<file path="src/design/bopm_pkg.sv">
`default_nettype none

package bopm_pkg;

  localparam int unsigned DIM_W     = 7;
  localparam int unsigned DIM_MAX   = (1 << DIM_W) - 1;
  localparam int unsigned PIX_W     = 24;
  localparam int unsigned OUT_CNT_W = 13;

  localparam logic REG_FRAME_WIDTH  = 1'b0;
  localparam logic REG_FRAME_HEIGHT = 1'b1;

  typedef enum logic [2:0] {
    ST_IDLE,
    ST_SCAN,
    ST_DRAIN,
    ST_MUL,
    ST_DECIDE,
    ST_FINISH
  } state_e;

  typedef struct packed {
    logic store;
    logic start;
    logic issue;
    logic mul;
    logic decide;
    logic finish;
  } ctrl_cmd_t;

  typedef struct packed {
    logic scan_last;
    logic last_depth;
    logic out_busy;
  } dp_status_t;

endpackage

`default_nettype wire

</file>
<file path="src/design/bopm_ctrl.sv">
`default_nettype none

module bopm_ctrl (
  input  wire logic                   clk_i,
  input  wire logic                   rst_ni,
  input  wire logic                   in_valid_i,
  input  wire logic                   last_pixel_i,
  output logic                        in_ready_o,
  input  wire bopm_pkg::dp_status_t   status_i,
  output bopm_pkg::ctrl_cmd_t         cmd_o
);

  bopm_pkg::state_e state_q, state_d;
  logic             accept;

  always_ff @(posedge clk_i or negedge rst_ni) begin
    if (!rst_ni) begin
      state_q <= bopm_pkg::ST_IDLE;
    end else begin
      state_q <= state_d;
    end
  end

  always_comb begin
    state_d    = state_q;
    cmd_o      = '0;
    in_ready_o = 1'b0;
    accept     = 1'b0;
    unique case (state_q)
      bopm_pkg::ST_IDLE: begin
        in_ready_o = !(last_pixel_i && status_i.out_busy);
        accept     = in_valid_i && in_ready_o;
        cmd_o.store = accept;
        if (accept && last_pixel_i) begin
          cmd_o.start = 1'b1;
          state_d     = bopm_pkg::ST_SCAN;
        end
      end
      bopm_pkg::ST_SCAN: begin
        cmd_o.issue = 1'b1;
        if (status_i.scan_last) begin
          state_d = bopm_pkg::ST_DRAIN;
        end
      end
      bopm_pkg::ST_DRAIN: begin
        state_d = bopm_pkg::ST_MUL;
      end
      bopm_pkg::ST_MUL: begin
        cmd_o.mul = 1'b1;
        state_d   = bopm_pkg::ST_DECIDE;
      end
      bopm_pkg::ST_DECIDE: begin
        cmd_o.decide = 1'b1;
        state_d = status_i.last_depth ? bopm_pkg::ST_FINISH : bopm_pkg::ST_SCAN;
      end
      bopm_pkg::ST_FINISH: begin
        cmd_o.finish = 1'b1;
        state_d      = bopm_pkg::ST_IDLE;
      end
      default: begin
        state_d = bopm_pkg::ST_IDLE;
      end
    endcase
  end

endmodule

`default_nettype wire

</file>
<file path="config.mk">
export PLATFORM = sky130hd
export DESIGN_NAME = bopm_ctrl
export DESIGN_NICKNAME = d
export VERILOG_FILES = /design/src/design/bopm_pkg.sv /design/src/design/bopm_ctrl.sv
export SDC_FILE = /design/constraint.sdc
export NUM_CORES = 1
export LEC_CHECK = 0
export BUFFER_PORTS_ARGS = -buffer_cell sky130_fd_sc_hd__buf_2
export CAP_MARGIN = 20
export CORE_AREA = 2 2 39 41
export CTS_BUF_LIST = sky130_fd_sc_hd__clkbuf_8
export CTS_CLUSTER_SIZE = 8
export DETAILED_ROUTE_END_ITERATION = 8
export DIE_AREA = 0 0 41 43
export PLACE_DENSITY = 0.47
export SETUP_SLACK_MARGIN = 0.5
export SLEW_MARGIN = 20
export SYNTH_ARGS = -nofsm -noshare
export SYNTH_HDL_FRONTEND = slang
export SYNTH_SLANG_ARGS = --single-unit
</file>
<file path="constraint.sdc">
create_clock -name clk_i -period 1.1 [get_ports clk_i]
set_clock_uncertainty 0.15 [all_clocks]
set_input_delay 0.22 -clock clk_i [delete_from_list [all_inputs] [get_ports clk_i]]
set_output_delay 0.22 -clock clk_i [all_outputs]
set_load 0.02 [all_outputs]
</file>
# ---- Word level (Yosys, flattened, before mapping)
# Cells that the tools add are included.
dict set report totals {
  ff_bits 3
  in_bits 7
  out_inout_bits 7
  elab_cells 25
}
dict set report classes {
  eq_ne 7
  n_mux 11
  reduce_logical 6
}
# op n
set ops {}
lappend ops {{case mux 3 bit (5 select lines)} 1}
lappend ops {{2-to-1 mux 3 bit} 3}
lappend ops {{equality test 3 x 2 -> 1 bit, second input constant} 2}
lappend ops {{equality test 3 bit, second input constant} 2}
lappend ops {{2-to-1 mux 1 bit} 6}
lappend ops {{!= test 2 bit, second input constant} 2}
lappend ops {{equality test 3 x 1 -> 1 bit, second input constant} 1}
lappend ops {{logical AND 1 bit} 3}
lappend ops {{logical NOT 3 bit} 1}
lappend ops {{2-to-1 mux 2 bit} 1}
lappend ops {{AND reduction 2 bit} 1}
lappend ops {{logical NOT 1 bit} 1}

# ---- Longest topological paths before layout
dict set report depth {
  depth_word 6
  ltp_mapped 3
  depth_no_buf 3
}

# ---- Worst setup path before layout
# Ideal clock, no wire load.
dict set report synth_path {
  path_type {register -> output}
  from {register state_q[1]}
  to {output port cmd_o[5] (netlist name)}
  arrival_ns 1.227
  t_required_ns 0.730
  path_slack_ns -0.497
  stages_incl_launch_ff 3
  path_buffers 0
  cell_sequence {dfrtp_1 -> a2111oi_4 -> and2_1}
}
# item line
set synth_rtl {}
lappend synth_rtl {{start: declaration} bopm_ctrl.sv:13} ;# bopm_pkg::state_e state_q, state_d;
lappend synth_rtl {{start signal: assignment} bopm_ctrl.sv:18} ;# state_q <= bopm_pkg::ST_IDLE;
lappend synth_rtl {{start signal: assignment} bopm_ctrl.sv:20} ;# state_q <= state_d;
lappend synth_rtl {{end: declaration} bopm_ctrl.sv:10} ;# output bopm_pkg::ctrl_cmd_t cmd_o

==> flow_metrics.py <==
metrics = {
    "status": {
        "status": "complete, but fails checks",
        "violations": "hold timing, setup timing",
    },
    "clock_network": {
        "cts.clk_slew.worst_paths_ns": 0.03,
        "cts_inserted_buffers": 3,
        "htree_levels": 1,
        "clk_latency_ns": 0.22,
        "clockBufferDepth": 2,
        "clock_sinks": 3,
        "tritoncts": "yes",
        "clockRootBuffer": "clkbuf_8",
    },
    "detailed_routing": {
        "dr_total_vias": 267,
        "firstDrtPassIters": 1,
        "routedWlPerCell_um": 10.4,
        "ant_nets": 0,
        "drt_iter0_markers": 0,
        "drc": 0,
        "via_per_inst": 4.11,
        "wl_um": 678,
    },
    "logic_synthesis": {
        "syn-num-nets": 28,
        "synth_top_area_share_pct": 37.5,
        "yosysSeqAreaShare_pct": 37.5,
        "ys_seq_elements": 3,
        "netlist_area_sq_um": 200,
        "yosysTopAreaCell": "dfrtp_1",
        "synth_cell_types": 15,
        "synth_warnings": 0,
        "syn-instance-count": 21,
        "synth_area_per_cell_sq_um": 9.53,
        "synth_top_cells_by_area": "dfrtp_1 38%, a2111oi_4 14%, nand3b_1 7.5%",
    },
    "sta": {
        "hold_viol": 3,
        "relSlewSlack_pct": 81.6,
        "post-route-period-util_pct": 149,
        "setup_ws_ns": -0.535,
        "period_minus_slack_ns": 1.64,
        "worst_pin_slew_ns": 0.276,
        "drv_slew": 0,
        "timing.fmax_mhz": 611,
        "setup_violations": 10,
        "grt_setup_unrepaired": "true",
        "whs_ns": -0.357,
    },
    "setup_path": {
        "startpoint_type": "flop",
        "critical_path.max_fanout": 2,
        "required_ns": 0.73,
        "endpoint_kind": "output port",
        "critPathKind": "reg -> out",
        "worstPathArrival_ns": 1.27,
    },
    "placement": {
        "port-buffer-count": 13,
        "place_inst": 56,
        "gp_congestion": 0.672,
        "placed_area_sq_um": 350,
        "place_worst_setup_slack_ns": -0.341,
        "dpl.hpwl_um": 421,
    },
    "floorplanning": {
        "die_area_sq_mm": 0.00176,
        "die_x_um": 41,
        "die_y_um": 43,
        "start_util_pct": 14.5,
        "core_area_sq_mm": 0.00138,
        "rows": 14,
        "pin_count": 14,
    },
    "finish": {
        "stdcell_area_sq_um": 541,
        "final_cells": 65,
        "largest_reg_flops": 3,
        "drive_above_1_share_pct": 83.7,
        "fillers": 132,
        "finalNetCount": 57,
        "regMostFlops": "state_q",
        "multiInputGateArea_sq_um": 191,
        "syn_to_final_growth_pct": 170,
        "reg_top3": "state_q (3)",
        "diodes": 0,
        "seqCellArea_sq_um": 77.6,
    },
    "grt": {
        "track_usage_pct": 10.3,
        "antenna_found_initial": 0,
        "grt_pass1_vias": 284,
        "grt_max_degree": 7,
        "overflow": 0,
        "grt_pass1_wl_um": 1170,
    },
    "pwr": {
        "cellPowerDensity_mw_per_mm2": 2820,
        "power_mw": 1.52,
        "ir_worst_vdd_v": 0.00125,
        "p_leak_nw": 0.255,
    },
    "hold_path": {
        "worstHoldPathType": "in -> async",
    },
    "run": {
        "maxCapViolCount": 0,
    },
}
[worst paths after layout]
| path | startpoint | end | slack, ns | depth (start not counted) |
|---|---|---|---|---|
| setup / recovery | state_q[1] | cmd_o[5] | -0.54 | 3 |
| hold / removal | rst_ni | state_q[0] | -0.36 | 1 |
| setup reg to reg | state_q[1] | state_q[0] | -0.42 | 7 |
| hold reg to reg | state_q[2] | state_q[1] | 0.60 | 3 |
| max in group asynchronous | rst_ni | state_q[1] | 1.03 | 1 |
| min in group clk_i | status_i[1] | state_q[2] | 0.06 | 2 |
[worst max-delay path: stages (launching register included)]
cell       delay (ns)
dfrtp_2          0.41
a2111oi_4        0.34
and2_4           0.19
buf_6            0.10
[synthesized netlist by cell type]
cell type  number
inv_2           1
o21ai_1         1
nand3b_1        2
a2111oi_4       1
and2_1          1
dfrtp_1         3
nor4_1          1
nor2_1          3
nor3_1          1
a21o_1          1
a22o_1          1
nand2b_1        2
and3_2          1
nand2_1         1
a21oi_1         1
[final cells by class]
| cell class | instances | area share [%] |
|---|---|---|
| tap | 16 | 3.70 |
| multi-input combinational | 17 | 35.4 |
| timing repair buffer | 24 | 37.0 |
| inverter | 1 | 1.16 |
| clock buffer | 3 | 7.64 |
| clock inverter | 1 | 0.694 |
| sequential | 3 | 14.4 |
[where the power goes]
group / internal, mW / leakage (nW) / switching, mW
logic: 0.544 / 0.191 / 0.447
registers: 0.162 / 0.0365 / 0.0595
clock network: 0.238 / 0.0269 / 0.0750
total: 0.944 / 0.255 / 0.581
[metal layers]
| metal | part of all wire, % | track usage [%] | vias up |
|---|---|---|---|
| met5 | 0 | 0 | - |
| met4 | 1.2 | 6.00 | 0 |
| met3 | 11 | 6.81 | 2 |
| met2 | 47 | 14.4 | 14 |
| met1 | 40 | 11.0 | 119 |
| li1 | - | - | 132 |
[cell usage in the layout, fill, tap and decap left out, drive strengths merged]
master and n:
o21ai 1, and3 1, and2 1, nor2 3, a21oi 1, clkbuf 3
nand3b 2, dfrtp 3, buf 24, a22o 1, a2111oi 1, nor3 1
nand2b 2, a21o 1, nor4 1, nand2 1, inv 2
[timing repair]
item,in CTS,in global routing
gates resized for setup,18,9
pin swaps,7,4
endpoints found under the hold margin,3,3
setup buffers,3,2
setup endpoints to repair,10,10
[kinds of logic (layout without fill, tap and decap cells)]
group                  Yosys count  in the layout  synth area share, %
flip-flops                       3              3                 37.5
AND/OR/NAND/NOR                 12             12                 33.7
AO/OA/AOI/OAI                    5              5                 26.9
buffers and inverters            1             29                 1.87
[through the flow]
| stage | util (%) | setup TNS [ns] |
|---|---|---|
| floorplan | - | -1.94 |
| global placement | 25.3 | -1.92 |
| detailed placement | 25.3 | -1.94 |
| CTS | 35.3 | -3.62 |
| global route | 39.1 | -4.82 |
| finish | 39.1 | -4.31 |
(Power assumes the default switching activity.)
